File: src/hw/rtl/sotd_pkg.sv
// Shared types and constants of the second-order tracking differentiator.
`default_nettype none

package sotd_pkg;

  localparam int unsigned Q_W        = 32;  // Q16.16 position and velocity
  localparam int unsigned COEF_W     = 31;  // omega, zeta, limit
  localparam int unsigned DT_W       = 32;  // Q0.32 time step
  localparam int unsigned CFG_IDX_W  = 8;
  localparam int unsigned CFG_DATA_W = 32;
  localparam int unsigned MUL_OP_W   = 64;
  localparam int unsigned MUL_PROD_W = 96;
  localparam int unsigned ACC_W      = 61;  // signed, magnitude up to 2^60-1
  localparam int unsigned DIV_STEPS  = 32;

  localparam logic [59:0] ACC_MAX = 60'hFFF_FFFF_FFFF_FFFF;

  localparam logic [CFG_IDX_W-1:0] REG_NATURAL_FREQ   = 8'd0;
  localparam logic [CFG_IDX_W-1:0] REG_DAMPING_RATIO  = 8'd1;
  localparam logic [CFG_IDX_W-1:0] REG_VELOCITY_LIMIT = 8'd2;
  localparam logic [CFG_IDX_W-1:0] REG_TIME_STEP      = 8'd3;

  localparam logic [DT_W-1:0] TIME_STEP_RST = 32'd4294967;

  typedef enum logic [1:0] {
    MSH_Q15,
    MSH_Q16,
    MSH_Q32
  } mul_shift_e;

  typedef struct packed {
    logic [COEF_W-1:0] natural_freq;
    logic [COEF_W-1:0] damping_ratio;
    logic [COEF_W-1:0] velocity_limit;
    logic [DT_W-1:0]   time_step;
  } cfg_t;

  typedef struct packed {
    logic                       start;
    logic signed [MUL_OP_W-1:0] a;
    logic signed [MUL_OP_W-1:0] b;
    mul_shift_e                 shift;
  } mul_req_t;

  typedef struct packed {
    logic                    done;
    logic signed [ACC_W-1:0] res;
  } mul_rsp_t;

  typedef struct packed {
    logic              start;
    logic [COEF_W-1:0] num;
    logic [COEF_W-1:0] den;
  } div_req_t;

  typedef struct packed {
    logic                 done;
    logic [DIV_STEPS-1:0] quo;
  } div_rsp_t;

endpackage

`default_nettype wire

File: src/hw/rtl/sotd_mul.sv
// Shared multiplier: four 32x32 partial products, then shift, saturate and sign.
`default_nettype none

module sotd_mul (
  input  logic                clk_i,
  input  logic                rst_ni,
  input  sotd_pkg::mul_req_t  req_i,
  output sotd_pkg::mul_rsp_t  rsp_o
);

  logic                                  busy_q, fin_q, done_q;
  logic [1:0]                            step_q;
  logic [sotd_pkg::MUL_OP_W-1:0]         a_q, b_q;
  logic                                  neg_q;
  sotd_pkg::mul_shift_e                  sh_q;
  logic [sotd_pkg::MUL_PROD_W-1:0]       prod_q;
  logic signed [sotd_pkg::ACC_W-1:0]     res_q;

  logic [sotd_pkg::MUL_OP_W-1:0]         a_abs, b_abs;
  logic [31:0]                           a_limb, b_limb;
  logic [63:0]                           pp;
  logic [sotd_pkg::MUL_PROD_W-1:0]       pp_sh, shifted;
  logic [59:0]                           mag;
  logic [sotd_pkg::ACC_W-1:0]            mag_ext;

  assign a_abs  = req_i.a[sotd_pkg::MUL_OP_W-1] ? -req_i.a : req_i.a;
  assign b_abs  = req_i.b[sotd_pkg::MUL_OP_W-1] ? -req_i.b : req_i.b;
  assign a_limb = step_q[1] ? a_q[63:32] : a_q[31:0];
  assign b_limb = step_q[0] ? b_q[63:32] : b_q[31:0];
  assign pp     = a_limb * b_limb;

  always_comb begin
    unique case ({1'b0, step_q[1]} + {1'b0, step_q[0]})
      2'd0:    pp_sh = {32'd0, pp};
      2'd1:    pp_sh = {pp, 32'd0};
      2'd2:    pp_sh = {pp[31:0], 64'd0};
      default: pp_sh = '0;
    endcase
  end

  always_comb begin
    unique case (sh_q)
      sotd_pkg::MSH_Q15: shifted = prod_q >> 15;
      sotd_pkg::MSH_Q16: shifted = prod_q >> 16;
      sotd_pkg::MSH_Q32: shifted = prod_q >> 32;
      default:           shifted = prod_q;
    endcase
  end

  assign mag     = (|shifted[sotd_pkg::MUL_PROD_W-1:60]) ? sotd_pkg::ACC_MAX : shifted[59:0];
  assign mag_ext = {1'b0, mag};

  always_ff @(posedge clk_i or negedge rst_ni) begin
    if (!rst_ni) begin
      busy_q <= 1'b0;
      fin_q  <= 1'b0;
      done_q <= 1'b0;
      step_q <= '0;
    end else begin
      done_q <= 1'b0;
      if (req_i.start) begin
        busy_q <= 1'b1;
        step_q <= '0;
      end else if (busy_q) begin
        step_q <= step_q + 2'd1;
        if (step_q == 2'd3) begin
          busy_q <= 1'b0;
          fin_q  <= 1'b1;
        end
      end else if (fin_q) begin
        fin_q  <= 1'b0;
        done_q <= 1'b1;
      end
    end
  end

  always_ff @(posedge clk_i) begin
    if (req_i.start) begin
      a_q    <= a_abs;
      b_q    <= b_abs;
      neg_q  <= req_i.a[sotd_pkg::MUL_OP_W-1] ^ req_i.b[sotd_pkg::MUL_OP_W-1];
      sh_q   <= req_i.shift;
      prod_q <= '0;
    end else if (busy_q) begin
      prod_q <= prod_q + pp_sh;
    end else if (fin_q) begin
      res_q  <= $signed(neg_q ? (~mag_ext + 61'd1) : mag_ext);
    end
  end

  assign rsp_o.done = done_q;
  assign rsp_o.res  = res_q;

  a_start_idle: assert property (@(posedge clk_i) disable iff (!rst_ni)
    req_i.start |-> (!busy_q && !fin_q))
    else $error("multiplier restarted while busy");

  a_done_pulse: assert property (@(posedge clk_i) disable iff (!rst_ni)
    done_q |=> !done_q)
    else $error("multiplier done held");

endmodule

`default_nettype wire

File: config.mk
export PLATFORM = sky130hd
export DESIGN_NAME = sotd_mul
export DESIGN_NICKNAME = d
export VERILOG_FILES = /design/src/hw/rtl/sotd_pkg.sv /design/src/hw/rtl/sotd_mul.sv
export SDC_FILE = /design/constraint.sdc
export NUM_CORES = 2
export LEC_CHECK = 0
export BUFFER_PORTS_ARGS = -buffer_cell sky130_fd_sc_hd__buf_2
export CAP_MARGIN = 20
export CORE_UTILIZATION = 30
export CTS_CLUSTER_SIZE = 25
export DETAILED_ROUTE_END_ITERATION = 8
export GPL_TIMING_DRIVEN = 0
export PLACE_DENSITY_LB_ADDON = 0.1
export SLEW_MARGIN = 20
export SYNTH_ARGS = -nofsm -noshare
export SYNTH_HDL_FRONTEND = slang
export SYNTH_SLANG_ARGS = --single-unit
File: constraint.sdc
create_clock -name clk_i -period 22.6 [get_ports clk_i]
set_input_delay 4.52 -clock clk_i [delete_from_list [all_inputs] [get_ports clk_i]]
set_output_delay 4.52 -clock clk_i [all_outputs]
set_load 0.01 [all_outputs]
### Yosys cells after proc, flatten, opt, wreduce, memory -nomap -nowiden

Index checks and enable logic that the tools add are counted.

* add/sub/neg operators: 6
* multipliers: 1
* eq/ne operators: 6
* multiplexer cells: 18
* bitwise logic cells: 4
* reductions and logical operators: 6

Operators with widths (count)
* 96-bit case mux with 3 select lines: 2
* 64-bit negation: 2
* 63-bit 2-to-1 mux: 2
* 60-bit 2-to-1 mux: 2
* 96-bit adder: 1
* 32-bit by 32-bit multiplier with 64-bit output: 1
* 32-bit 2-to-1 mux: 2
* 61-bit by 1-bit adder with 61-bit output, second input constant: 1
* 60-bit NOT with 61-bit output: 1
* 36-bit OR reduction: 1
* 1-bit 2-to-1 mux: 8
* 2-bit equality test, second input constant: 3
* 2-bit by 1-bit equality test with 1-bit output, second input constant: 2
* 2-bit zero test: 2
* 2-bit 2-to-1 mux: 2
* 3-bit AND reduction: 1
* 1-bit by 1-bit adder with 2-bit output: 1
* 2-bit by 1-bit adder with 2-bit output, second input constant: 1
* 2-bit by 1-bit inequality test with 1-bit output, second input constant: 1
* 1-bit NOT: 2
* 2-bit AND reduction: 1
* 2-bit nonzero test: 1
* 1-bit XOR: 1

* bits in registers: 293
* bits of input ports: 133
* output and inout bits: 62
* word-level logic and storage cells: 54

### Logic depth before layout (Yosys ltp)

* depth after elaboration: 7
* mapped depth: 47
* gate-level depth less buffers: 42

### Worst setup path before layout

OpenSTA, ideal clock, no wires.

* kind: register to register
* from: register step_q[0]
* to: register prod_q[76] (netlist name)
* setup time: 0.117 ns
* arrival time: 10.989 ns
* required time: 22.483 ns
* path slack: 11.494 ns
* stages on the path, launching flop included: 42
* path buffers: 4
* clock period less this slack: 11.106 ns
* path through: dfrtp_1 -> clkbuf_1 -> clkbuf_1 -> buf_1 -> mux2i_1 -> clkbuf_1 -> nor2_1 -> fa_1 -> fa_1 -> inv_1 -> fa_1 -> fa_1 -> inv_1 -> fa_1 -> fa_1 -> fa_1 -> inv_1 -> fa_1 -> (+6 left out) -> o211ai_1 -> a31oi_1 -> o41ai_1 -> o21ai_0 -> xor2_1 -> o22ai_1 -> ha_1 -> a211oi_1 -> o21ai_0 -> a221o_1 -> a31oi_1 -> o21ai_0 -> a311o_1 -> a31o_2 -> a21o_1 -> a21o_1 -> xor2_1 -> a22o_1

* word-level cells in the longest chain between the ends: 4
* elaborated cells between the ends (all ways): 8
* those cells by class: 2 x add/sub; 1 x mul; 2 x eq/ne; 2 x mux; 1 x reduce/logical

Ends and longest elaborated chain
* start, declared: RTL line sotd_mul.sv:12 `logic [1:0] step_q;`
* start signal, assigned: RTL line sotd_mul.sv:65 `step_q <= step_q + 2'd1;`
* 32-bit 2-to-1 mux or 1-bit by 1-bit adder with 2-bit output (tied branches): RTL line sotd_mul.sv:29, sotd_mul.sv:33
* 32-bit by 32-bit multiplier with 64-bit output, or another cell as far along: RTL line sotd_mul.sv:30 `assign pp = a_limb * b_limb;`
* 96-bit case mux with 3 select lines (*): RTL line sotd_mul.sv:33 `unique case ({1'b0, step_q[1]} + {1'b0, step_q[0]})`
* 96-bit adder (*): RTL line sotd_mul.sv:85 `prod_q <= prod_q + pp_sh;`
* end signal, assigned: RTL line sotd_mul.sv:85
* end, declared: RTL line sotd_mul.sv:16 `logic [sotd_pkg::MUL_PROD_W-1:0] prod_q;`

Every way passes the cells marked *; elsewhere a longest branch is shown, timed or not.
A chain may end at the register's enable or synchronous reset.

### Worst setup path in the final report

* from: register step_q[0]
* to: register prod_q[94] (netlist name)

The elaborated chain is that of the path after synthesis.

==> results.sh <==
export IMPL_status="complete, no violations"
export IMPL_crit_arrival_ps=16100
export IMPL_track_usage_pct=26.6
export IMPL_grt_setup_unrepaired="no"
export IMPL_die_width_um=429
export IMPL_end_kind="flop"
export IMPL_clock_skew_ps=38.9
export IMPL_synth_fp_nets=7519
export IMPL_fin_crit_ps=15550
export IMPL_rows=156
export IMPL_fmax_mhz=64.3
export IMPL_setup_tns_ps=0
export IMPL_worst_pin_slew_ps=1360
export IMPL_hpwl_um=209000
export IMPL_grt_pass1_vias=46900
export IMPL_grt_pass1_wl_um=349000
export IMPL_finalInstanceArea_um2=60600
export IMPL_slew_violations=0
export IMPL_area_growth_syn_to_layout_pct=10.9
export IMPL_place_area_um2=59200
export IMPL_drt_iter0_markers=4481
export IMPL_syn_area_um2=54700
export IMPL_hold_viol_final=0
export IMPL_seq_area_um2=7810
export IMPL_synth_cell_types=79
export IMPL_grt_util_met3_pct=3.84
export IMPL_path_clk_slew_ps=60
export IMPL_critPathMaxFanout=10
export IMPL_cts_made_buffers=39
export IMPL_grt_max_degree=86
export IMPL_use_met2_pct=42.4
export IMPL_gp_congestion=0.954
export IMPL_ys_warn_count=0
export IMPL_synth_ff_type="edfxtp_1"
export IMPL_cts_hold_buf=0
export IMPL_totalWireLength_um=247000
export IMPL_synth_edf_count=192
export IMPL_synth_seq_cells=293
export IMPL_drt_vias_per_instance=5.30
export IMPL_synth_seq_area_share_pct=14.3
export IMPL_synth_area_per_cell_um2=8.92
export IMPL_cts_sinks=293
export IMPL_first_pass_iters=6
export IMPL_grt_most_used_layer="met2"
export IMPL_initial_utilization_pct=30.2
export IMPL_mostFrequentLayoutCell="inv_1"
export IMPL_coreArea_um2=181000
export IMPL_cpMostUsedCell="fa_1"
export IMPL_setup_violations=0
export IMPL_relSlewSlack_pct=9.38
export IMPL_worstSkewPairLatency_ps=650
export IMPL_finalCritPeriodShare_pct=68.8
export IMPL_nFillCells=19000
export IMPL_die_y_um=429
export IMPL_start_kind="flop"
export IMPL_nNetsFinal=7775
export IMPL_async_flop_share_pct=1.71
export IMPL_h_tree_depth=2
export IMPL_post_cts_resized=0
export IMPL_drcViolationCount=0
export IMPL_critPathMaxStageDelay_ps=930
export IMPL_ant_nets=0
export IMPL_overflow=0
export IMPL_detail_route_wl_per_cell_um=28.1
export IMPL_cts_root_buf="clkbuf_16"
export IMPL_numPortBuffers=192
export IMPL_cts_setup_buffers=0
export IMPL_grt_antenna_before_repair=16
export IMPL_most_common_layout_cells="910 x inv_1, 897 x fa_1, 846 x nor2_1"
export IMPL_cts_tree="built"
export IMPL_drive_gt1_share_pct=8.04
export IMPL_syn_inst=6126
export IMPL_clk_path_buf_depth=3
export IMPL_vias=46600
export IMPL_dieArea_um2=184000
export IMPL_cp_slowest_cell="clkbuf_1"
export IMPL_hp_class="reg2reg"
export IMPL_multiInputGateArea_um2=42500
export IMPL_grt_use_met1_pct=36.5
export IMPL_crit_required_ps=23150
export IMPL_path_class="reg2reg"
export IMPL_maxCapViolations=0
export IMPL_io_pins=195
per-layer routing:
layer	vias up	part of all wire [%]
met5	-	0.011
met4	4	4.1
met3	361	6.6
met2	1799	45
met1	23900	44
li1	20500	-
sequential cells by signal, indices dropped and copies added (netlist names):
name    flops
neg_q       1
step_q      2
a_q        64
b_q        64
prod_q     96
busy_q      1
done_q      1
sh_q        2
res_q      61
fin_q       1
per-stage QoR:
| stage | worst slack (ps) | std cells | utilization [%] | hold WS (ps) |
|---|---|---|---|---|
| floorplan | 11490 | 6126 | - | 454 |
| global placement | 6070 | 8688 | 32.4 | 497 |
| detailed placement | 7320 | 8709 | 32.7 | 519 |
| CTS | 7240 | 8776 | 33.5 | 540 |
| global route | 6600 | 8778 | 33.5 | 563 |
| finish | 7050 | 8780 | 33.5 | 526 |
final cells by class:
type / count / area share [%]
antenna: 2 / 0.00826
multi-input combinational: 4599 / 70.1
clock inverter: 21 / 0.578
timing repair buffer: 215 / 2.11
sequential: 293 / 12.9
inverter: 912 / 5.65
clock buffer: 46 / 1.69
buffer: 322 / 2.08
tap: 2370 / 4.89
worst paths after layout:
kind | start | endpoint | slack, ps | cells past startpoint
setup / recovery | step_q[0] | prod_q[94] | 7050 | 42
hold / removal | prod_q[92] | prod_q[92] | 530 | 2
setup reg to reg | step_q[0] | prod_q[94] | 7050 | 42
hold reg to reg | prod_q[92] | prod_q[92] | 530 | 2
max in group asynchronous | rst_ni | done_q | 18680 | 1
min in group asynchronous | rst_ni | step_q[0] | 3720 | 1
critical path, delay by kind of cell, from the launching register on:
family | cells | cell delay, ps
compound gates | 14 | 4620
xor+xnor | 1 | 460
fa+ha+maj | 10 | 5110
buf+inv | 11 | 3200
flops | 1 | 530
mux | 1 | 760
simple gates | 5 | 710
cell usage after synthesis, drive strengths merged (26+ instances only):
cell type,count,area (µm²)
xnor2,218,1910
nand2,678,2540
and3,28,175
a31oi,29,181
nand4,57,357
ha,363,4540
nor4,26,163
nand3,43,215
dfxtp,96,1920
nand2b,33,214
o31ai,51,393
clkbuf,294,1100
o22ai,72,450
or3,36,230
mux2i,113,1130
o21ai,188,941
mux2,64,721
o21bai,37,278
xor2,79,692
o41ai,27,236
edfxtp,192,5770
a21oi,219,1100
and2,29,181
nor2,846,3180
inv,910,3420
buf,28,119
a21o,97,728
nor3,53,270
mux4,60,1350
fa,897,18000
kinds of logic after synthesis:
| group | share of synthesized area (%) |
|---|---|
| muxes | 5.86 |
| buffers and inverters | 8.50 |
| xor gates and xnor gates | 4.76 |
| adders and majority gates | 41.2 |
| and+or+nand+nor | 15.0 |
| AOI/OAI and AO/OA | 10.4 |
| DFF | 14.3 |
Power is left out: the tool's default activity adds up to more than one toggle a clock period on the data nets, which glitch-free logic cannot reach.
