**src/hw/rtl/sotd_pkg.sv**
```systemverilog
// Shared types and constants of the second-order tracking differentiator.
`default_nettype none

package sotd_pkg;

  localparam int unsigned Q_W        = 32;  // Q16.16 position and velocity
  localparam int unsigned COEF_W     = 31;  // omega, zeta, limit
  localparam int unsigned DT_W       = 32;  // Q0.32 time step
  localparam int unsigned CFG_IDX_W  = 8;
  localparam int unsigned CFG_DATA_W = 32;
  localparam int unsigned MUL_OP_W   = 64;
  localparam int unsigned MUL_PROD_W = 96;
  localparam int unsigned ACC_W      = 61;  // signed, magnitude up to 2^60-1
  localparam int unsigned DIV_STEPS  = 32;

  localparam logic [59:0] ACC_MAX = 60'hFFF_FFFF_FFFF_FFFF;

  localparam logic [CFG_IDX_W-1:0] REG_NATURAL_FREQ   = 8'd0;
  localparam logic [CFG_IDX_W-1:0] REG_DAMPING_RATIO  = 8'd1;
  localparam logic [CFG_IDX_W-1:0] REG_VELOCITY_LIMIT = 8'd2;
  localparam logic [CFG_IDX_W-1:0] REG_TIME_STEP      = 8'd3;

  localparam logic [DT_W-1:0] TIME_STEP_RST = 32'd4294967;

  typedef enum logic [1:0] {
    MSH_Q15,
    MSH_Q16,
    MSH_Q32
  } mul_shift_e;

  typedef struct packed {
    logic [COEF_W-1:0] natural_freq;
    logic [COEF_W-1:0] damping_ratio;
    logic [COEF_W-1:0] velocity_limit;
    logic [DT_W-1:0]   time_step;
  } cfg_t;

  typedef struct packed {
    logic                       start;
    logic signed [MUL_OP_W-1:0] a;
    logic signed [MUL_OP_W-1:0] b;
    mul_shift_e                 shift;
  } mul_req_t;

  typedef struct packed {
    logic                    done;
    logic signed [ACC_W-1:0] res;
  } mul_rsp_t;

  typedef struct packed {
    logic              start;
    logic [COEF_W-1:0] num;
    logic [COEF_W-1:0] den;
  } div_req_t;

  typedef struct packed {
    logic                 done;
    logic [DIV_STEPS-1:0] quo;
  } div_rsp_t;

endpackage

`default_nettype wire

```
**src/hw/rtl/sotd_div.sv**
```systemverilog
// Fractional divider: floor(num * 2^31 / den) for num <= den, one bit per cycle.
`default_nettype none

module sotd_div (
  input  logic                clk_i,
  input  logic                rst_ni,
  input  sotd_pkg::div_req_t  req_i,
  output sotd_pkg::div_rsp_t  rsp_o
);

  localparam int unsigned CNT_W = $clog2(sotd_pkg::DIV_STEPS);

  logic                              busy_q, done_q;
  logic [CNT_W-1:0]                  cnt_q;
  logic [31:0]                       r_q;
  logic [sotd_pkg::COEF_W-1:0]       den_q;
  logic [sotd_pkg::DIV_STEPS-1:0]    q_q;

  logic [31:0]                       tr, r_n;
  logic                              ge;

  assign tr  = (cnt_q == '0) ? r_q : {r_q[30:0], 1'b0};
  assign ge  = tr >= {1'b0, den_q};
  assign r_n = ge ? (tr - {1'b0, den_q}) : tr;

  always_ff @(posedge clk_i or negedge rst_ni) begin
    if (!rst_ni) begin
      busy_q <= 1'b0;
      done_q <= 1'b0;
      cnt_q  <= '0;
    end else begin
      done_q <= 1'b0;
      if (req_i.start) begin
        busy_q <= 1'b1;
        cnt_q  <= '0;
      end else if (busy_q) begin
        cnt_q <= cnt_q + 1'b1;
        if (cnt_q == CNT_W'(sotd_pkg::DIV_STEPS - 1)) begin
          busy_q <= 1'b0;
          done_q <= 1'b1;
        end
      end
    end
  end

  always_ff @(posedge clk_i) begin
    if (req_i.start) begin
      r_q   <= {1'b0, req_i.num};
      den_q <= req_i.den;
      q_q   <= '0;
    end else if (busy_q) begin
      r_q <= r_n;
      q_q <= {q_q[sotd_pkg::DIV_STEPS-2:0], ge};
    end
  end

  assign rsp_o.done = done_q;
  assign rsp_o.quo  = q_q;

endmodule

`default_nettype wire

```
**config.mk**
```make
export PLATFORM = sky130hd
export DESIGN_NAME = sotd_div
export DESIGN_NICKNAME = d
export VERILOG_FILES = /design/src/hw/rtl/sotd_pkg.sv /design/src/hw/rtl/sotd_div.sv
export SDC_FILE = /design/constraint.sdc
export NUM_CORES = 1
export LEC_CHECK = 0
export BUFFER_PORTS_ARGS = -buffer_cell sky130_fd_sc_hd__buf_2
export CORE_MARGIN = 2
export CORE_UTILIZATION = 63
export CTS_BUF_LIST = sky130_fd_sc_hd__clkbuf_4 sky130_fd_sc_hd__clkbuf_8
export DETAILED_ROUTE_END_ITERATION = 8
export MAX_ROUTING_LAYER = met4
export PLACE_DENSITY_LB_ADDON = 0.05
export SETUP_SLACK_MARGIN = 0.02
export SLEW_MARGIN = 15
export SYNTH_ARGS = -nofsm -noshare
export SYNTH_HDL_FRONTEND = slang
export SYNTH_SLANG_ARGS = --single-unit
```
**constraint.sdc**
```tcl
create_clock -name clk_i -period 10.95 [get_ports clk_i]
set_input_delay 1.095 -clock clk_i [delete_from_list [all_inputs] [get_ports clk_i]]
set_output_delay 1.095 -clock clk_i [all_outputs]
set_load 0.02 [all_outputs]
```
# After elaboration in Yosys (flattened, before gate mapping)
# Index checks and enable logic that the tools add are counted.
# totals
regBits	102
elab_cells	25
out_inout_bits	33
# op_classes
n_reduce_logical	2
add_sub_neg	2
n_mux	12
n_lt_le_gt_ge	1
eq_ne	1
# op_table
op	count
two-way mux 32 bit	2
two-way mux 31 bit	2
>= comparator 32 x 31 -> 1 bit	1
subtractor 32 x 31 -> 32 bit	1
two-way mux 5 bit	2
two-way mux 1 bit	6
adder 5 x 1 -> 5 bit (second input constant)	1
== test 5 bit (second input constant)	1
logical NOT 5 bit	1
nonzero test 2 bit	1

# Longest topological paths before layout
# Gate-level depths: netlist of the first run.
# logic_depth
depth_word	6
ltp_mapped	19
ltp_nobuf	16

# Worst setup path before layout of the first run
# No wires, ideal clock.
# synth_timing
path_kind	reg-to-reg
startpoint	register cnt_q[0]
endpoint	register r_q[28], data pin
synth_period_minus_slack_ns	3.953
t_arrival_ns	3.683
slack_ns	6.997
required_ns	10.680
path_stages_with_launch	17
path_cell_list	dfrtp_1 > inv_1 > ha_1 > nor4b_4 > clkbuf_1 > mux2_2 > ha_1 > a21o_1 > a21o_1 > a21oi_2 > o21ai_2 > a2111oi_4 > o21ai_2 > buf_6 > or3_1 > o21ai_1 > a211oi_2
# synth_between
elab_chain_len	6
elab_cells_between_ends	7
classes_between	add/sub: 1; order compare: 1; mux: 4; reduce/logical: 1
# synth_rtl
element	line	rtl
start: declaration	sotd_div.sv:14	logic [CNT_W-1:0] cnt_q;
start signal: assignment	sotd_div.sv:37	cnt_q <= cnt_q + 1'b1;
logical NOT 5 bit (*)	sotd_div.sv:22	assign tr = (cnt_q == '0) ? r_q : {r_q[30:0], 1'b0};
two-way mux 32 bit (*)	sotd_div.sv:22	
subtractor 32 x 31 -> 32 bit / >= comparator 32 x 31 -> 1 bit (equally long branches)	sotd_div.sv:24, sotd_div.sv:23	
two-way mux 32 bit (*)	sotd_div.sv:24	assign r_n = ge ? (tr - {1'b0, den_q}) : tr;
two-way mux 31 bit (*)	sotd_div.sv:51	end else if (busy_q) begin
two-way mux 31 bit (*)	sotd_div.sv:47	if (req_i.start) begin
end signal: assignment	sotd_div.sv:48	r_q <= {1'b0, req_i.num};
end signal: assignment	sotd_div.sv:52	r_q <= r_n;
end: declaration	sotd_div.sv:15	logic [31:0] r_q;
# Mark *: on every way between the ends. The rest lies on a longest branch, timed or not. The select of a mux whose other input is x is not followed.
# A chain may end at the register's enable or synchronous reset.

# Worst setup path in the final report of the first run
# layout_timing
startpoint	register cnt_q[0]
endpoint	register r_q[5], data pin
# Same word-level chain as after synthesis.

==> results of run 1 <==
[flip-flops by register name, summed over array words and instances (netlist names)]
signal  cells
den_q      31
r_q        32
cnt_q       5
busy_q      1
q_q        32
done_q      1
[logic make-up (layout without fill, tap and decap cells)]
group,after synthesis,after routing,share of synthesized area
mux,78,78,0.134
xor+xnor,26,26,0.0369
flops,102,102,0.437
compound gates,141,141,0.153
fa+ha+maj,35,35,0.0721
buf+inv,70,162,0.0478
simple gates,158,158,0.119
[per-layer routing]
layer,up-vias,track usage
li1,2354,-
met1,2204,0.300
met2,119,0.408
met3,19,0.0536
met4,0,0.0891
met5,-,-
[metrics by stage]
step           hold slack, ps  worst slack (ps)  cells  cell area [sq um]  utilization
4_1_cts                   508              6240    835               6910        0.717
2_1_floorplan             535              7000    610               6170            -
5_1_grt                   515              5930    835               6910        0.717
6_report                  513              6230    835               6910        0.717
3_3_place_gp              469              6430    819               6740        0.699
3_5_place_dp              493              6290    819               6740        0.699
[area by class of cell]
cell class,instances,area (sq um)
multi-input combinational,438,3180
fill,776,2730
sequential,102,2700
timing repair buffer,102,526
tap,133,166
inverter,44,165
clock buffer,13,154
clock inverter,3,20.0
[worst max-delay path: stages, from the launching register on]
cell and delay (ps):
dfrtp_1 430, inv_1 70, ha_1 140, nor4b_4 180
buf_4 440, mux2_2 400, ha_1 410, nand2_1 120
o21ai_1 210, nand3_2 140, a21boi_2 210, a21oi_1 120
o21ai_2 540, buf_4 410, mux2_1 350, mux2_2 260
[worst min path at each step]
stage / to / slack [ps] / depth (start not counted)
6_report: q_q[31] / 510 / 2
3_5_place_dp: q_q[31] / 490 / 2
5_1_grt: done_q / 510 / 1
4_1_cts: done_q / 510 / 1
2_1_floorplan: cnt_q[1] / 540 / 2
3_3_place_gp: q_q[31] / 470 / 2
[power by group]
part	total, mW	leakage (nW)	switching (mW)	internal [mW]
sequential	0.546	0.983	0.0401	0.506
combinational	1.04	2.19	0.577	0.462
clock	0.221	0.0960	0.127	0.0937
total	1.81	3.27	0.744	1.06
[synthesized netlist by cell type, drive strengths merged (2+ instances only)]
library cell and count:
mux2 36, mux2i 42, inv 43, dfrtp 7, o21ai 41, and3 6
nand4 5, xnor2 17, nand2b 4, a31oi 3, nand3 11, o211ai 2
xor2 9, o21bai 3, a21oi 51, nor3 8, and2 4, edfxtp 62
a211oi 9, dfxtp 33, ha 34, a21boi 4, nor2 68, a21o 12
o21a 8, nor2b 5, or3 2, nand2 39, clkbuf 16, nor4 2
buf 10, a2111oi 3
==> results.toml, run 1 <==
[logic_synthesis]
syn_nets = 710
synthesis.area_sq_um = 6170
yosysTopAreaCell = "edfxtp_1"
syn_avg_cell_area_sq_um = 10.1
synth_cell_types = 58
synthArstFlopShare = 0.0686
syn_inst = 610
ys_warn_count = 0
synth-seq-cells = 102
synth_top_area_frac = 0.302
yosysSeqAreaShare = 0.437
synth_ff_type = "edfxtp_1"
netlist_top_cells_area = "edfxtp_1, dfxtp_1, ha_1"
synth_edf_count = 62

[setup_path]
critPathLaunch = "cnt_q[0]"
cp-endpoint = "r_q[5]"
critPathCaptureType = "register"
crit_type = "reg2reg"
cp-start-kind = "register"
arrival_ps = 4860
reg2reg_slack_ps = 6230
r2r_end = "r_q[5]"
reg2reg_depth = 15
cp.required_ps = 11090
cp_max_fo = 35
rr_startpoint = "cnt_q[0]"

[detailed_routing]
top_layer = "met4"
via_per_inst = 5.62
dr.pass1.iters = 5
wl_per_cell_um = 14.9
vias = 4696
wl_mm = 12.5
ant_nets = 0
met2_wirelength_mm = 6.09
wl_met1_mm = 5.60
wl_met3_um = 567
route.detailed.drc = 0
dr.first_iter.drc_count = 195

[cells_and_area]
mostFrequentLayoutCells = "buf_2, nor2_1, edfxtp_1"
drive_gt1_frac = 0.255
nets = 797
area_growth_pct = 11.9
final_common_cell = "buf_2"
antenna_cells = 0

[placed_design]
port-buffer-count = 97
place.gp.congestion = 0.904
dpl.hpwl_mm = 9.02

[grt]
grt_pass1_wl_mm = 20.0
antenna_found_initial = 0
grt_max_degree = 52
grt_pass1_vias = 4466
grt_util_all_layers = 0.247
overflow = 0

[sta]
fmaxAchievable_mhz = 212
fin_crit_sh = 0.431
slew_viol_final = 0
hold_viol_final = 0
finalSetupTns_ps = 0
finalSetupViolCount = 0
slew_headroom = 0.275
rsz0062_at_grt = "no"
tightest_slew_ps = 1090
skew_ps = 13.7
period_needed_ps = 4720

[clocking]
clockBufferDepth = 2
ctsHoldBuffers = 0
htree_levels = 3
cts_setup_buffers = 0
cts-root-buf = "clkbuf_8"
clock_latency_ps = 390
cts_resized = 0
cts_made_buffers = 9
clkSinkCount = 102
cts_tree = "yes"
clk_pin_slew_worst_paths_ps = 90

[hold_path]
hp-start = "q_q[31]"
min_path_type = "reg2reg"

[pwr]
p_per_area_nw_per_um2 = 261
power_mw = 1.81
vdd_drop_max_v = 0.000184
power.leakage_nw = 3.27

[die]
rows = 36
fp.dieH_um = 103
io_pins = 98
die_w_um = 103
core_area_sq_um = 9640
fp.dieArea_sq_um = 10600
initial_core_util = 0.641

[outcome]
status = "finished clean"

[job]
drv_cap = 0
No activity file was read; power rests on OpenSTA's default activity.
==> run 2: changes to the inputs <==
--- a/config.mk
+++ b/config.mk
@@ -7,7 +7,7 @@
 export LEC_CHECK = 0
 export BUFFER_PORTS_ARGS = -buffer_cell sky130_fd_sc_hd__buf_2
 export CORE_MARGIN = 2
-export CORE_UTILIZATION = 63
+export CORE_UTILIZATION = 53
 export CTS_BUF_LIST = sky130_fd_sc_hd__clkbuf_4 sky130_fd_sc_hd__clkbuf_8
 export DETAILED_ROUTE_END_ITERATION = 8
 export MAX_ROUTING_LAYER = met4
==> constraint.sdc (replaced) <==
create_clock -name clk_i -period 3.8 [get_ports clk_i]
set_input_delay 0.38 -clock clk_i [delete_from_list [all_inputs] [get_ports clk_i]]
set_output_delay 0.38 -clock clk_i [all_outputs]
set_load 0.02 [all_outputs]
==> run 2 against run 1 <==
The run now ends with setup timing left; sequential share of layout area decreased by 7.1 points; first-iteration DRC count increased by 31%; global-route usage is 0.75 points higher; critical path depth grew 4; sequential power rose to 2.9 times the previous value; worst setup slack worse by 6300 ps; largest power group unchanged.
==> results.toml, run 2 (synthesis results as in run 1) <==
[outcome]
status = "complete, but fails checks"
violations = "setup timing"

[sta]
slew_headroom = 0.306
skew_ps = 13.9
hold_viol_final = 0
rsz0062_at_grt = "yes"
finalSetupViolCount = 16
fmaxAchievable_mhz = 256
fin_crit_sh = 1.03
finalSetupTns_ps = -796
period_needed_ps = 3910
slew_viol_final = 0
setup_ws_ps = -111
tightest_slew_ps = 1040

[clocking]
clk_pin_slew_worst_paths_ps = 110
cts-root-buf = "clkbuf_8"
cts_tree = "yes"
htree_levels = 3
cts_made_buffers = 9
clockBufferDepth = 2
clock_latency_ps = 390
clkSinkCount = 102

[cells_and_area]
finish.instance_area_sq_um = 8440
mostFrequentLayoutCells = "buf_2, buf_4, nor2_1"
area_growth_pct = 36.7
drive_gt1_frac = 0.436
fill_cells = 835
antenna_cells = 0
nets = 889
final_common_cell = "buf_2"
top_regs = "q_q: 32 flops, r_q: 32 flops, den_q: 31 flops"

[job]
drv_cap = 0

[pwr]
vdd_drop_max_v = 0.000535
power_mw = 7.20
p_per_area_nw_per_um2 = 852
power.leakage_nw = 3.88

[grt]
grt_pass1_wl_mm = 25.1
grt_max_degree = 95
antenna_found_initial = 0
overflow = 0
grt_pass1_vias = 5277
grt_util_all_layers = 0.255

[setup_path]
critPathCaptureType = "register"
r2r_end = "r_q[2]"
cp.required_ps = 3900
rr_startpoint = "cnt_q[1]"
crit_type = "reg2reg"
cp-start-kind = "register"
reg2reg_slack_ps = -110
arrival_ps = 4010
reg2reg_depth = 19
cp_max_fo = 8

[placed_design]
postPlaceCellArea_sq_um = 7250
place.gp.congestion = 0.904
port-buffer-count = 97
dpl.hpwl_mm = 9.90

[die]
fp.dieArea_sq_um = 12500
die_w_um = 112
rows = 39
io_pins = 98
core_area_sq_um = 11400
fp.dieH_um = 112
initial_core_util = 0.543

[detailed_routing]
ant_nets = 0
dr.first_iter.drc_count = 256
route.detailed.drc = 0
via_per_inst = 5.50
wl_mm = 15.8
vias = 5156
wl_per_cell_um = 16.9
dr.pass1.iters = 5

[hold_path]
min_to = "den_q[11]"
min_path_type = "in2reg"
holdPathStages = 1
hp-start = "req_i[11]"
-- run 2: cell types whose count changed in the layout (fill, tap and decap cells not counted), sizes merged --
cell / previous run / this run
buf: 102 / 191
clkbuf: 13 / 11
clkinv: 2 / 3
clkinvlp: 0 / 1
dlygate4sd3: 0 / 1
inv: 45 / 46
o21a: 8 / 9
-- run 2: power breakdown --
group          switching (mW)  internal (mW)  total [mW]  leakage, nW
Sequential              0.123           1.46        1.58        0.983
Combinational            2.42           2.52        4.94         2.80
Clock                   0.407          0.267       0.674       0.0944
-- run 2: worst max path at each step --
stage	slack (ps)	to	startpoint	cells past startpoint
after global placement	-50	r_q[29]	cnt_q[0]	17
after detailed placement	-150	r_q[29]	cnt_q[0]	17
final	-110	r_q[2]	cnt_q[1]	19
after global routing	-310	r_q[2]	cnt_q[1]	19
after CTS	-60	r_q[29]	cnt_q[0]	17
after floorplan	-0.07	r_q[28]	cnt_q[0]	16
-- run 2: what timing repair did --
action	4_1_cts	5_1_grt
setup buffers	19	7
gates resized for setup	62	80
pin swaps	22	29
endpoints found under the setup margin	20	33
cloned	3	0
hold buffers	1	0
hold endpoints to repair	7	0
-- run 2: stage by stage --
stage	setup WS (ps)	utilization	std cells	hold slack, ps
global route	-306	0.743	937	124
CTS	-64.5	0.706	931	140
finish	-111	0.743	937	156
floorplan	-0.0735	-	610	84.4
detailed placement	-152	0.638	892	224
global placement	-54.1	0.638	892	220
-- run 2: final cells by class --
class / instances / area [sq um] / share of cell area
clock buffers: 10 / 138 / 0.0163
multi-input cells: 439 / 3870 / 0.458
repair buffers: 193 / 1340 / 0.159
inverters: 44 / 165 / 0.0196
well taps: 143 / 179 / 0.0212
clock inverters: 6 / 51.3 / 0.00608
flip-flops and latches: 102 / 2700 / 0.320
-- run 2: critical path: stages (launching register included) --
cell and delay [ps]:
dfrtp_1 390, inv_1 60, ha_2 150, nor4b_4 180, buf_4 180, buf_12 130
buf_6 110, buf_12 100, mux2_2 360, ha_4 250, a21oi_4 130, o21ai_1 110
a21boi_2 160, o21ai_2 80, a2111oi_4 440, buf_4 200, o21a_4 230, nor2_1 80
a21oi_1 170, o21ai_0 100
-- run 2: routing by layer --
layer	GRT usage	up-vias	part of all wire
met5	-	-	0
met4	0.0569	0	0.020
met3	0.0626	24	0.037
met2	0.432	107	0.51
met1	0.311	2482	0.44
li1	-	2543	-
