--- config.mk ---
export PLATFORM = sky130hd
export DESIGN_NAME = sotd_core_flat
export DESIGN_NICKNAME = d
export VERILOG_FILES = /design/src/hw/rtl/sotd_pkg.sv /design/src/hw/rtl/sotd_in_if.sv /design/src/hw/rtl/sotd_out_if.sv /design/src/hw/rtl/sotd_core.sv /design/src/flat_wrapper.sv
export SDC_FILE = /design/constraint.sdc
export NUM_CORES = 2
export LEC_CHECK = 0
export BUFFER_PORTS_ARGS = -buffer_cell sky130_fd_sc_hd__buf_2
export CAP_MARGIN = 20
export CORE_MARGIN = 4
export CORE_UTILIZATION = 50
export CTS_BUF_LIST = sky130_fd_sc_hd__clkbuf_8
export DETAILED_ROUTE_END_ITERATION = 7
export PLACE_DENSITY = 0.7
export SLEW_MARGIN = 5
export SYNTH_ARGS = -nofsm -noshare
export SYNTH_HDL_FRONTEND = slang
export SYNTH_SLANG_ARGS = --single-unit
--- constraint.sdc ---
create_clock -name clk_i -period 10.1 [get_ports clk_i]
set_input_delay 2.02 -clock clk_i [delete_from_list [all_inputs] [get_ports clk_i]]
set_output_delay 2.02 -clock clk_i [all_outputs]
set_load 0.02 [all_outputs]
--- src/hw/rtl/sotd_pkg.sv ---
// Shared types and constants of the second-order tracking differentiator.
`default_nettype none

package sotd_pkg;

  localparam int unsigned Q_W        = 32;  // Q16.16 position and velocity
  localparam int unsigned COEF_W     = 31;  // omega, zeta, limit
  localparam int unsigned DT_W       = 32;  // Q0.32 time step
  localparam int unsigned CFG_IDX_W  = 8;
  localparam int unsigned CFG_DATA_W = 32;
  localparam int unsigned MUL_OP_W   = 64;
  localparam int unsigned MUL_PROD_W = 96;
  localparam int unsigned ACC_W      = 61;  // signed, magnitude up to 2^60-1
  localparam int unsigned DIV_STEPS  = 32;

  localparam logic [59:0] ACC_MAX = 60'hFFF_FFFF_FFFF_FFFF;

  localparam logic [CFG_IDX_W-1:0] REG_NATURAL_FREQ   = 8'd0;
  localparam logic [CFG_IDX_W-1:0] REG_DAMPING_RATIO  = 8'd1;
  localparam logic [CFG_IDX_W-1:0] REG_VELOCITY_LIMIT = 8'd2;
  localparam logic [CFG_IDX_W-1:0] REG_TIME_STEP      = 8'd3;

  localparam logic [DT_W-1:0] TIME_STEP_RST = 32'd4294967;

  typedef enum logic [1:0] {
    MSH_Q15,
    MSH_Q16,
    MSH_Q32
  } mul_shift_e;

  typedef struct packed {
    logic [COEF_W-1:0] natural_freq;
    logic [COEF_W-1:0] damping_ratio;
    logic [COEF_W-1:0] velocity_limit;
    logic [DT_W-1:0]   time_step;
  } cfg_t;

  typedef struct packed {
    logic                       start;
    logic signed [MUL_OP_W-1:0] a;
    logic signed [MUL_OP_W-1:0] b;
    mul_shift_e                 shift;
  } mul_req_t;

  typedef struct packed {
    logic                    done;
    logic signed [ACC_W-1:0] res;
  } mul_rsp_t;

  typedef struct packed {
    logic              start;
    logic [COEF_W-1:0] num;
    logic [COEF_W-1:0] den;
  } div_req_t;

  typedef struct packed {
    logic                 done;
    logic [DIV_STEPS-1:0] quo;
  } div_rsp_t;

endpackage

`default_nettype wire

--- src/hw/rtl/sotd_in_if.sv ---
// Input item channel.
`default_nettype none

interface sotd_in_if;
  logic                          valid;
  logic                          ready;
  logic                          action;
  logic signed [sotd_pkg::Q_W-1:0] value;
  logic signed [sotd_pkg::Q_W-1:0] start_velocity;

  modport source (output valid, output action, output value, output start_velocity,
                  input ready);
  modport sink   (input valid, input action, input value, input start_velocity,
                  output ready);
endinterface

`default_nettype wire

--- src/hw/rtl/sotd_out_if.sv ---
// Result item channel.
`default_nettype none

interface sotd_out_if;
  logic                          valid;
  logic                          ready;
  logic signed [sotd_pkg::Q_W-1:0] position;
  logic signed [sotd_pkg::Q_W-1:0] velocity;

  modport source (output valid, output position, output velocity, input ready);
  modport sink   (input valid, input position, input velocity, output ready);
endinterface

`default_nettype wire

--- src/hw/rtl/sotd_core.sv ---
// Step sequencer: holds position and velocity, drives the multiplier and divider.
`default_nettype none

module sotd_core (
  input  logic                clk_i,
  input  logic                rst_ni,
  sotd_in_if.sink             in_i,
  sotd_out_if.source          out_o,
  input  sotd_pkg::cfg_t      cfg_i,
  output sotd_pkg::mul_req_t  mul_req_o,
  input  sotd_pkg::mul_rsp_t  mul_rsp_i,
  output sotd_pkg::div_req_t  div_req_o,
  input  sotd_pkg::div_rsp_t  div_rsp_i
);

  localparam logic [4:0] S_IDLE  = 5'd0;
  localparam logic [4:0] S_W2    = 5'd1;
  localparam logic [4:0] S_ZW    = 5'd2;
  localparam logic [4:0] S_P1    = 5'd3;
  localparam logic [4:0] S_P2    = 5'd4;
  localparam logic [4:0] S_ACC   = 5'd5;
  localparam logic [4:0] S_PRED  = 5'd6;
  localparam logic [4:0] S_ABS   = 5'd7;
  localparam logic [4:0] S_TEN   = 5'd8;
  localparam logic [4:0] S_EXC   = 5'd9;
  localparam logic [4:0] S_CHK   = 5'd10;
  localparam logic [4:0] S_DIV   = 5'd11;
  localparam logic [4:0] S_SOFT  = 5'd12;
  localparam logic [4:0] S_VST   = 5'd13;
  localparam logic [4:0] S_VEL   = 5'd14;
  localparam logic [4:0] S_CLAMP = 5'd15;
  localparam logic [4:0] S_PST   = 5'd16;
  localparam logic [4:0] S_POS   = 5'd17;
  localparam logic [4:0] S_OUT   = 5'd18;

  logic [4:0]               state_q, state_d;
  logic signed [31:0]       pos_q, pos_d, vel_q, vel_d, tgt_q, tgt_d;
  logic [47:0]              w2_q, w2_d, zw2_q, zw2_d;
  logic signed [60:0]       t_q, t_d, acc_q, acc_d;
  logic signed [61:0]       pred_q, pred_d;
  logic signed [65:0]       wk_q, wk_d;
  logic [34:0]              lim9_q, lim9_d;
  logic                     out_valid_q, out_valid_d;
  logic signed [31:0]       out_pos_q, out_pos_d, out_vel_q, out_vel_d;

  logic signed [60:0]       mres;
  logic signed [32:0]       err;
  logic signed [61:0]       diff, vsum, psum, pabs;
  logic signed [61:0]       acc_hi, acc_lo, lim_hi, lim_lo, q_hi, q_lo;
  logic [30:0]              lim;
  logic                     lim_nz;
  logic signed [65:0]       lim_wide;
  logic [31:0]              dt;

  assign mres     = mul_rsp_i.res;
  assign lim      = cfg_i.velocity_limit;
  assign lim_nz   = (lim != '0);
  assign dt       = cfg_i.time_step;
  assign err      = {tgt_q[31], tgt_q} - {pos_q[31], pos_q};
  assign diff     = {t_q[60], t_q} - {mres[60], mres};
  assign vsum     = {{30{vel_q[31]}}, vel_q} + {mres[60], mres};
  assign psum     = {{30{pos_q[31]}}, pos_q} + {mres[60], mres};
  assign pabs     = pred_q[61] ? -pred_q : pred_q;
  assign acc_hi   = $signed({2'b00, sotd_pkg::ACC_MAX});
  assign acc_lo   = -acc_hi;
  assign lim_hi   = $signed({31'd0, lim});
  assign lim_lo   = -lim_hi;
  assign q_hi     = 62'sd2147483647;
  assign q_lo     = -62'sd2147483648;
  assign lim_wide = $signed({35'd0, lim});

  always_comb begin
    state_d     = state_q;
    pos_d       = pos_q;
    vel_d       = vel_q;
    tgt_d       = tgt_q;
    w2_d        = w2_q;
    zw2_d       = zw2_q;
    t_d         = t_q;
    acc_d       = acc_q;
    pred_d      = pred_q;
    wk_d        = wk_q;
    lim9_d      = lim9_q;
    out_valid_d = out_valid_q && !out_o.ready;
    out_pos_d   = out_pos_q;
    out_vel_d   = out_vel_q;
    mul_req_o   = '0;
    div_req_o   = '0;

    unique case (state_q)
      S_IDLE: begin
        if (in_i.valid) begin
          if (in_i.action) begin
            pos_d   = in_i.value;
            vel_d   = in_i.start_velocity;
            state_d = S_OUT;
          end else begin
            tgt_d           = in_i.value;
            mul_req_o.start = 1'b1;
            mul_req_o.a     = $signed({33'd0, cfg_i.natural_freq});
            mul_req_o.b     = $signed({33'd0, cfg_i.natural_freq});
            mul_req_o.shift = sotd_pkg::MSH_Q16;
            state_d         = S_W2;
          end
        end
      end
      S_W2: begin
        if (mul_rsp_i.done) begin
          w2_d            = mres[47:0];
          mul_req_o.start = 1'b1;
          mul_req_o.a     = $signed({33'd0, cfg_i.damping_ratio});
          mul_req_o.b     = $signed({33'd0, cfg_i.natural_freq});
          mul_req_o.shift = sotd_pkg::MSH_Q15;
          state_d         = S_ZW;
        end
      end
      S_ZW: begin
        if (mul_rsp_i.done) begin
          zw2_d           = mres[47:0];
          mul_req_o.start = 1'b1;
          mul_req_o.a     = $signed({16'd0, w2_q});
          mul_req_o.b     = {{31{err[32]}}, err};
          mul_req_o.shift = sotd_pkg::MSH_Q16;
          state_d         = S_P1;
        end
      end
      S_P1: begin
        if (mul_rsp_i.done) begin
          t_d             = mres;
          mul_req_o.start = 1'b1;
          mul_req_o.a     = $signed({16'd0, zw2_q});
          mul_req_o.b     = {{32{vel_q[31]}}, vel_q};
          mul_req_o.shift = sotd_pkg::MSH_Q16;
          state_d         = S_P2;
        end
      end
      S_P2: begin
        if (mul_rsp_i.done) begin
          if (diff > acc_hi) begin
            acc_d = acc_hi[60:0];
          end else if (diff < acc_lo) begin
            acc_d = acc_lo[60:0];
          end else begin
            acc_d = diff[60:0];
          end
          state_d = S_ACC;
        end
      end
      S_ACC: begin
        mul_req_o.start = 1'b1;
        mul_req_o.a     = {{3{acc_q[60]}}, acc_q};
        mul_req_o.b     = $signed({32'd0, dt});
        mul_req_o.shift = sotd_pkg::MSH_Q32;
        state_d         = lim_nz ? S_PRED : S_VEL;
      end
      S_PRED: begin
        if (mul_rsp_i.done) begin
          pred_d  = vsum;
          state_d = S_ABS;
        end
      end
      S_ABS: begin
        wk_d    = {4'd0, pabs};
        lim9_d  = {1'b0, lim, 3'b000} + {4'd0, lim};
        state_d = S_TEN;
      end
      S_TEN: begin
        wk_d    = (wk_q <<< 3) + (wk_q <<< 1);
        state_d = S_EXC;
      end
      S_EXC: begin
        wk_d    = wk_q - $signed({31'd0, lim9_q});
        state_d = S_CHK;
      end
      S_CHK: begin
        if (!wk_q[65] && (wk_q != '0)) begin
          div_req_o.start = 1'b1;
          div_req_o.num   = (wk_q > lim_wide) ? lim : wk_q[30:0];
          div_req_o.den   = lim;
          state_d         = S_DIV;
        end else begin
          state_d = S_CLAMP;
        end
      end
      S_DIV: begin
        if (div_rsp_i.done) begin
          mul_req_o.start = 1'b1;
          mul_req_o.a     = {{3{acc_q[60]}}, acc_q};
          mul_req_o.b     = $signed({32'd0, div_rsp_i.quo});
          mul_req_o.shift = sotd_pkg::MSH_Q32;
          state_d         = S_SOFT;
        end
      end
      S_SOFT: begin
        if (mul_rsp_i.done) begin
          acc_d   = acc_q - mres;
          state_d = S_VST;
        end
      end
      S_VST: begin
        mul_req_o.start = 1'b1;
        mul_req_o.a     = {{3{acc_q[60]}}, acc_q};
        mul_req_o.b     = $signed({32'd0, dt});
        mul_req_o.shift = sotd_pkg::MSH_Q32;
        state_d         = S_VEL;
      end
      S_VEL: begin
        if (mul_rsp_i.done) begin
          pred_d  = vsum;
          state_d = S_CLAMP;
        end
      end
      S_CLAMP: begin
        if (lim_nz) begin
          if (pred_q > lim_hi) begin
            vel_d = lim_hi[31:0];
          end else if (pred_q < lim_lo) begin
            vel_d = lim_lo[31:0];
          end else begin
            vel_d = pred_q[31:0];
          end
        end else begin
          if (pred_q > q_hi) begin
            vel_d = q_hi[31:0];
          end else if (pred_q < q_lo) begin
            vel_d = q_lo[31:0];
          end else begin
            vel_d = pred_q[31:0];
          end
        end
        state_d = S_PST;
      end
      S_PST: begin
        mul_req_o.start = 1'b1;
        mul_req_o.a     = {{32{vel_q[31]}}, vel_q};
        mul_req_o.b     = $signed({32'd0, dt});
        mul_req_o.shift = sotd_pkg::MSH_Q32;
        state_d         = S_POS;
      end
      S_POS: begin
        if (mul_rsp_i.done) begin
          if (psum > q_hi) begin
            pos_d = q_hi[31:0];
          end else if (psum < q_lo) begin
            pos_d = q_lo[31:0];
          end else begin
            pos_d = psum[31:0];
          end
          state_d = S_OUT;
        end
      end
      S_OUT: begin
        if (!out_valid_q || out_o.ready) begin
          out_valid_d = 1'b1;
          out_pos_d   = pos_q;
          out_vel_d   = vel_q;
          state_d     = S_IDLE;
        end
      end
      default: state_d = S_IDLE;
    endcase
  end

  always_ff @(posedge clk_i or negedge rst_ni) begin
    if (!rst_ni) begin
      state_q     <= S_IDLE;
      pos_q       <= '0;
      vel_q       <= '0;
      out_valid_q <= 1'b0;
    end else begin
      state_q     <= state_d;
      pos_q       <= pos_d;
      vel_q       <= vel_d;
      out_valid_q <= out_valid_d;
    end
  end

  always_ff @(posedge clk_i) begin
    tgt_q     <= tgt_d;
    w2_q      <= w2_d;
    zw2_q     <= zw2_d;
    t_q       <= t_d;
    acc_q     <= acc_d;
    pred_q    <= pred_d;
    wk_q      <= wk_d;
    lim9_q    <= lim9_d;
    out_pos_q <= out_pos_d;
    out_vel_q <= out_vel_d;
  end

  assign in_i.ready     = (state_q == S_IDLE);
  assign out_o.valid    = out_valid_q;
  assign out_o.position = out_pos_q;
  assign out_o.velocity = out_vel_q;

  a_mul_done_waited: assert property (@(posedge clk_i) disable iff (!rst_ni)
    mul_rsp_i.done |-> (state_q == S_W2 || state_q == S_ZW || state_q == S_P1 ||
                        state_q == S_P2 || state_q == S_PRED || state_q == S_SOFT ||
                        state_q == S_VEL || state_q == S_POS))
    else $error("multiplier result arrived outside a wait state");

  a_div_done_waited: assert property (@(posedge clk_i) disable iff (!rst_ni)
    div_rsp_i.done |-> (state_q == S_DIV))
    else $error("divider result arrived outside its wait state");

  a_vel_in_limit: assert property (@(posedge clk_i) disable iff (!rst_ni)
    (state_q == S_PST && lim_nz) |->
      ($signed({vel_q[31], vel_q}) <= $signed({2'b00, lim}) &&
       $signed({vel_q[31], vel_q}) >= -$signed({2'b00, lim})))
    else $error("velocity outside its limit after clamp");

endmodule

`default_nettype wire

--- src/flat_wrapper.sv ---
// flat-port wrapper written by rule: the top's interface ports become plain ports
module sotd_core_flat 
  (clk_i, rst_ni, cfg_i, mul_req_o, mul_rsp_i, div_req_o, div_rsp_i, in_i_valid, in_i_action, in_i_value, in_i_start_velocity, in_i_ready, out_o_valid, out_o_position, out_o_velocity, out_o_ready);
  sotd_in_if in_i_i ();
  sotd_out_if out_o_i ();
  input  logic clk_i;
  input  logic rst_ni;
  input  sotd_pkg::cfg_t cfg_i;
  output sotd_pkg::mul_req_t mul_req_o;
  input  sotd_pkg::mul_rsp_t mul_rsp_i;
  output sotd_pkg::div_req_t div_req_o;
  input  sotd_pkg::div_rsp_t div_rsp_i;
  input wire logic [$bits(in_i_i.valid)-1:0] in_i_valid;
  input wire logic [$bits(in_i_i.action)-1:0] in_i_action;
  input wire logic [$bits(in_i_i.value)-1:0] in_i_value;
  input wire logic [$bits(in_i_i.start_velocity)-1:0] in_i_start_velocity;
  output wire logic [$bits(in_i_i.ready)-1:0] in_i_ready;
  output wire logic [$bits(out_o_i.valid)-1:0] out_o_valid;
  output wire logic [$bits(out_o_i.position)-1:0] out_o_position;
  output wire logic [$bits(out_o_i.velocity)-1:0] out_o_velocity;
  input wire logic [$bits(out_o_i.ready)-1:0] out_o_ready;
  assign in_i_i.valid = in_i_valid;
  assign in_i_i.action = in_i_action;
  assign in_i_i.value = in_i_value;
  assign in_i_i.start_velocity = in_i_start_velocity;
  assign in_i_ready = in_i_i.ready;
  assign out_o_valid = out_o_i.valid;
  assign out_o_position = out_o_i.position;
  assign out_o_velocity = out_o_i.velocity;
  assign out_o_i.ready = out_o_ready;
  sotd_core u_core (.clk_i(clk_i), .rst_ni(rst_ni), .in_i(in_i_i), .out_o(out_o_i), .cfg_i(cfg_i), .mul_req_o(mul_req_o), .mul_rsp_i(mul_rsp_i), .div_req_o(div_req_o), .div_rsp_i(div_rsp_i));
endmodule
## Yosys cells after proc, flatten, opt, wreduce, memory -nomap -nowiden

Cells that the tools add are included.

| storage, ports and cells | value |
|---|---|
| register bits after elaboration | 547 |
| input bits | 289 |
| output and inout port bits | 260 |
| word-level logic and storage cells | 137 |

| operators by class | value |
|---|---|
| $add $sub $neg | 10 |
| magnitude comparators | 9 |
| equal/unequal tests | 30 |
| mux-type cells | 48 |
| bitwise logic cells | 1 |
| reduce and logical (&&, ||, !) cells | 25 |

Operators with widths:

| cell | count |
|---|---|
| case mux 131 bit (7 select lines) | 1 |
| two-way mux 131 bit | 6 |
| two-way mux 32 bit | 12 |
| two-way mux 61 bit | 4 |
| case mux 66 bit (3 select lines) | 1 |
| case mux 32 bit (2 select lines) | 2 |
| two-way mux 63 bit | 2 |
| adder 32 x 61 -> 62 bit | 2 |
| > comparator 62 x 32 -> 1 bit (second input constant) | 2 |
| less-than comparator 62 x 32 -> 1 bit (second input constant) | 2 |
| case mux 61 bit (2 select lines) | 1 |
| case mux 5 bit (19 select lines) | 1 |
| adder 66 bit | 1 |
| > comparator 66 x 32 -> 1 bit | 1 |
| nonzero test 66 bit | 1 |
| subtractor 66 x 36 -> 66 bit | 1 |
| > comparator 62 x 32 -> 1 bit | 1 |
| > comparator 62 x 61 -> 1 bit (second input constant) | 1 |
| less-than comparator 62 x 61 -> 1 bit (second input constant) | 1 |
| less-than comparator 62 bit | 1 |
| two-way mux 62 bit | 1 |
| negation 31 -> 62 bit | 1 |
| negation 62 bit | 1 |
| subtractor 61 x 61 -> 62 bit | 1 |
| 28 further kinds | 75 |

## Logic depth before layout (Yosys ltp)

| depth | value |
|---|---|
| word-level depth | 6 |
| depth in mapped cells | 24 |
| gate-level depth less buffers | 23 |

## Worst setup path before layout

Ideal clock, no wire load.

| timing | value |
|---|---|
| path kind | input to register |
| from | input mul_rsp_i[61] (netlist bit) |
| to | register u_core.acc_q[0], enable pin |
| library setup time | 0.631 ns |
| arrival | 7.878 ns |
| path slack | 1.591 ns |
| stages | 2 |
| path through | nand2_1 -> nor4_1 |

| between the ends | value |
|---|---|
| cells in the longest elaborated chain, start to end | 2 |
| elaborated cells between the ends (all ways) | 3 |
| those cells by class | eq/ne: 2; reduce/logical: 1 |

Ends and longest elaborated chain:

| what | RTL line | RTL |
|---|---|---|
| start: declaration | flat_wrapper.sv:10 | `input sotd_pkg::mul_rsp_t mul_rsp_i;` |
| != test 2 bit (no line) | -- |  |
| AND reduction 3 bit (no line) (*) | -- |  |
| end signal: assignment | sotd_core.sv:283 | `acc_q <= acc_d;` |
| end: declaration | sotd_core.sv:39 | `logic signed [60:0] t_q, t_d, acc_q, acc_d;` |

Every way passes the cells marked *; elsewhere a longest branch is shown, timed or not.
A chain may end at the register's enable or synchronous reset.

==> flow_summary.toml <==
[pwr]
p_leak_nw = 25.21
power.density_mw_per_mm2 = 245.8
vdd.ir_drop.worst_uv = 188.3

[clock_network]
cts_tree = "done"
cts-buffers-inserted = 106
clkTransAtPathRegs_ps = 60
cts_resized = 0
postCtsSetupRepairBufs = 0
clock_sinks = 547
htree_levels = 3
insertion_delay_ps = 800
clockBufferDepth = 3
root_buffer = "clkbuf_8"
cts_hold_buffers = 0

[synthesis]
synth_area_mm2 = 0.05164
ys.warnings.count = 0
synth.distinct_cells = 121
synth_nets = 6634
synth_edf_count = 477
synth_ff_type = "edfxtp_1"
netlist_instances = 5812
ys_seq_area_frac = 0.3113
avgSynthCellArea_um2 = 8.885
ys_ff_latch = 547
async_reset_ff_frac = 0.1280

[timing]
slew_viol_final = 0
slew_headroom = 0.1149
tightest_slew_ps = 1328
fin_setup_tns_ps = 0
fmax_mhz = 120.0
skew_ps = 61.13
finalCritPeriodShare = 0.8251
rsz0062_at_grt = "no"
hold_ws_ps = 563.4
finalCriticalPeriod_ps = 8334
setup_ws_ps = 1766
finalSetupViolCount = 0
finalHoldViolCount = 0

[grt]
grt_start_max_net_pins = 134
grt_overflow = 0
grt_pass1_vias = 47720
grt_use_total = 0.3982
grt_pass1_wl_um = 319800
antenna_found_initial = 34

[drt]
viasPerCell = 6.623
remaining_drc_errors = 0
postRouteAntennaNets = 0
routedWlPerCell_um = 29.16
wl_met3_um = 25500
drt-pass1-iter-count = 6
num_vias = 51220
drt-total-wl_um = 225500
top_layer = "met5"
wl_met2_um = 96580
met1_length_um = 87470
drtIter0Drc = 6216

[worst_setup_path]
critical_path_peak_fanout = 19
crit_type = "in -> out"
crit_path_start_kind = "input pin"
required_ps = 8080
crit_top_cell = "a21o_1"
crit_path_end_kind = "output port"
startpoint = "cfg_i[35]"
max_stage_delay_ps = 830
crit_arrival_ps = 6310
r2r_cells = 18
critPathBufInv = 4
regToRegEndpoint = "u_core.wk_q[60]"
cp_slowest_cell = "o21a_2"
critPathTopFamily = "compound AO/OA/AOI/OAI gates"
crit_path_cell_trace = "buf_2 > inv_1 > ha_1 > a21o_1 > a21o_1 > a211oi_1 > o21ai_0 > a221o_1 > a21o_1 > a21o_1 > a21o_1 > a21o_1 > a21oi_1 > o21a_2 > buf_4 > mux2i_1 > buf_2"
ff2ff_setup_slack_ps = 4540
r2r-start = "u_core.wk_q[0]"

[worst_hold_path]
hold_path_depth = 0
min_to = "u_core.out_o.position[16]"
min_from = "u_core.pos_q[16]"
hold_path.class = "reg -> reg"

[layout]
layout_common_cells = "buf_2, ha_1, edfxtp_1"
syn2layout_area_growth_pct = 12.14
register_area_mm2 = 0.01608
drive_gt1_frac = 0.1513
num-fill-cells = 9418
final_nets = 7076
multi_input_area_mm2 = 0.03313
post-route-util = 0.5668
final_common_cell = "buf_2"

[die]
chipWidth_um = 329.4
die-area_mm2 = 0.1085
coreArea_mm2 = 0.1022
num_rows = 117
die_h_um = 329.4
start_util = 0.5054
io_pins = 549

[placed_design]
post-dp-hpwl_um = 176300
gp_congestion = 1.029
dp_slack_ps = 1794
portBuffers = 548

[flow_run]
cap_violations = 0

[outcome]
status = "completed"
[how the worst max path moves through the flow]
| stage | endpoint | slack [ps] | cells past startpoint |
|---|---|---|---|
| floorplan | u_core.acc_q[0] | 1590 | 2 |
| global placement | div_req_o[57] | 1860 | 17 |
| detailed placement | div_req_o[46] | 1790 | 17 |
| CTS | div_req_o[46] | 1790 | 17 |
| global route | div_req_o[46] | 1640 | 17 |
| finish | div_req_o[46] | 1770 | 17 |
[sequential cells by signal, summed over array words and instances (netlist names)]
name / cells
u_core.w2_q: 48
u_core.tgt_q: 32
u_core.zw2_q: 48
u_core.lim9_q: 35
u_core.state_q: 5
u_core.out_o.velocity: 32
u_core.out_o.position: 32
u_core.pos_q: 32
u_core.wk_q: 66
u_core.out_o.valid: 1
u_core.t_q: 61
u_core.pred_q: 62
u_core.vel_q: 32
u_core.acc_q: 61
[synth_stat cells (127+ instances only)]
master / count / area share
xnor2_1: 305 / 0.052
a21o_1: 261 / 0.038
xor2_1: 155 / 0.026
o21ai_0: 367 / 0.036
nand2_1: 471 / 0.034
inv_1: 319 / 0.023
clkbuf_1: 201 / 0.015
ha_1: 525 / 0.13
nor3_1: 127 / 0.012
edfxtp_1: 477 / 0.28
nor2_1: 359 / 0.026
nand3_1: 132 / 0.013
a21oi_1: 459 / 0.044
[worst reg2reg max path, cell delays in order (launching register included)]
cell       delay [ps]
edfxtp_1          540
inv_1             140
ha_1              230
inv_1              80
fa_1              410
a21oi_1           180
o21bai_1          130
a21oi_1           230
o311ai_1          110
buf_4             200
nand3_1           100
o2111ai_1         280
a2111oi_0         880
o31ai_1           280
nor3_2            570
nand3_1           280
nor2_1            190
xor2_1             80
a221o_1           370
[where the power goes]
group	internal [mW]	total, mW	switching [mW]
sequential	3.05	3.80	0.748
clock	1.48	2.64	1.16
combinational	2.79	7.80	5.01
[kinds of logic after synthesis]
kind of cell               Yosys count  synth area share
DFF                                547            0.3113
xor gates and xnor gates           460           0.07802
adders and majority gates          535            0.1307
and+or+nand+nor                   1667            0.1619
AOI/OAI and AO/OA                 1928            0.2543
buffers and inverters              602           0.04964
muxes                               73           0.01415
[cell type report]
class                           instances  area share
Multi-Input combinational cell       4663      0.5721
Inverter                              320     0.02076
Tap cell                             1368     0.02956
Sequential cell                       547      0.2776
Antenna cell                           20   0.0008642
Clock inverter                         81     0.01404
Clock buffer                          119     0.02828
Timing Repair Buffer                  616     0.05680
[per-layer routing]
| metal | vias up | GRT usage |
|---|---|---|
| met5 | - | 0 |
| met4 | 36 | 0.2397 |
| met3 | 618 | 0.1028 |
| met2 | 3071 | 0.6063 |
| met1 | 24670 | 0.5092 |
| li1 | 22830 | - |
[stage by stage]
step           instance area, um2  std cells  power [mW]
3_5_place_dp                55380       7513       11.33
6_report                    57910       7734       14.24
3_3_place_gp                55370       7511       11.29
5_1_grt                     57870       7717       14.87
4_1_cts                     57840       7713       14.00
2_1_floorplan               51640       5812       8.693
No activity file was read; power rests on OpenSTA's default activity.
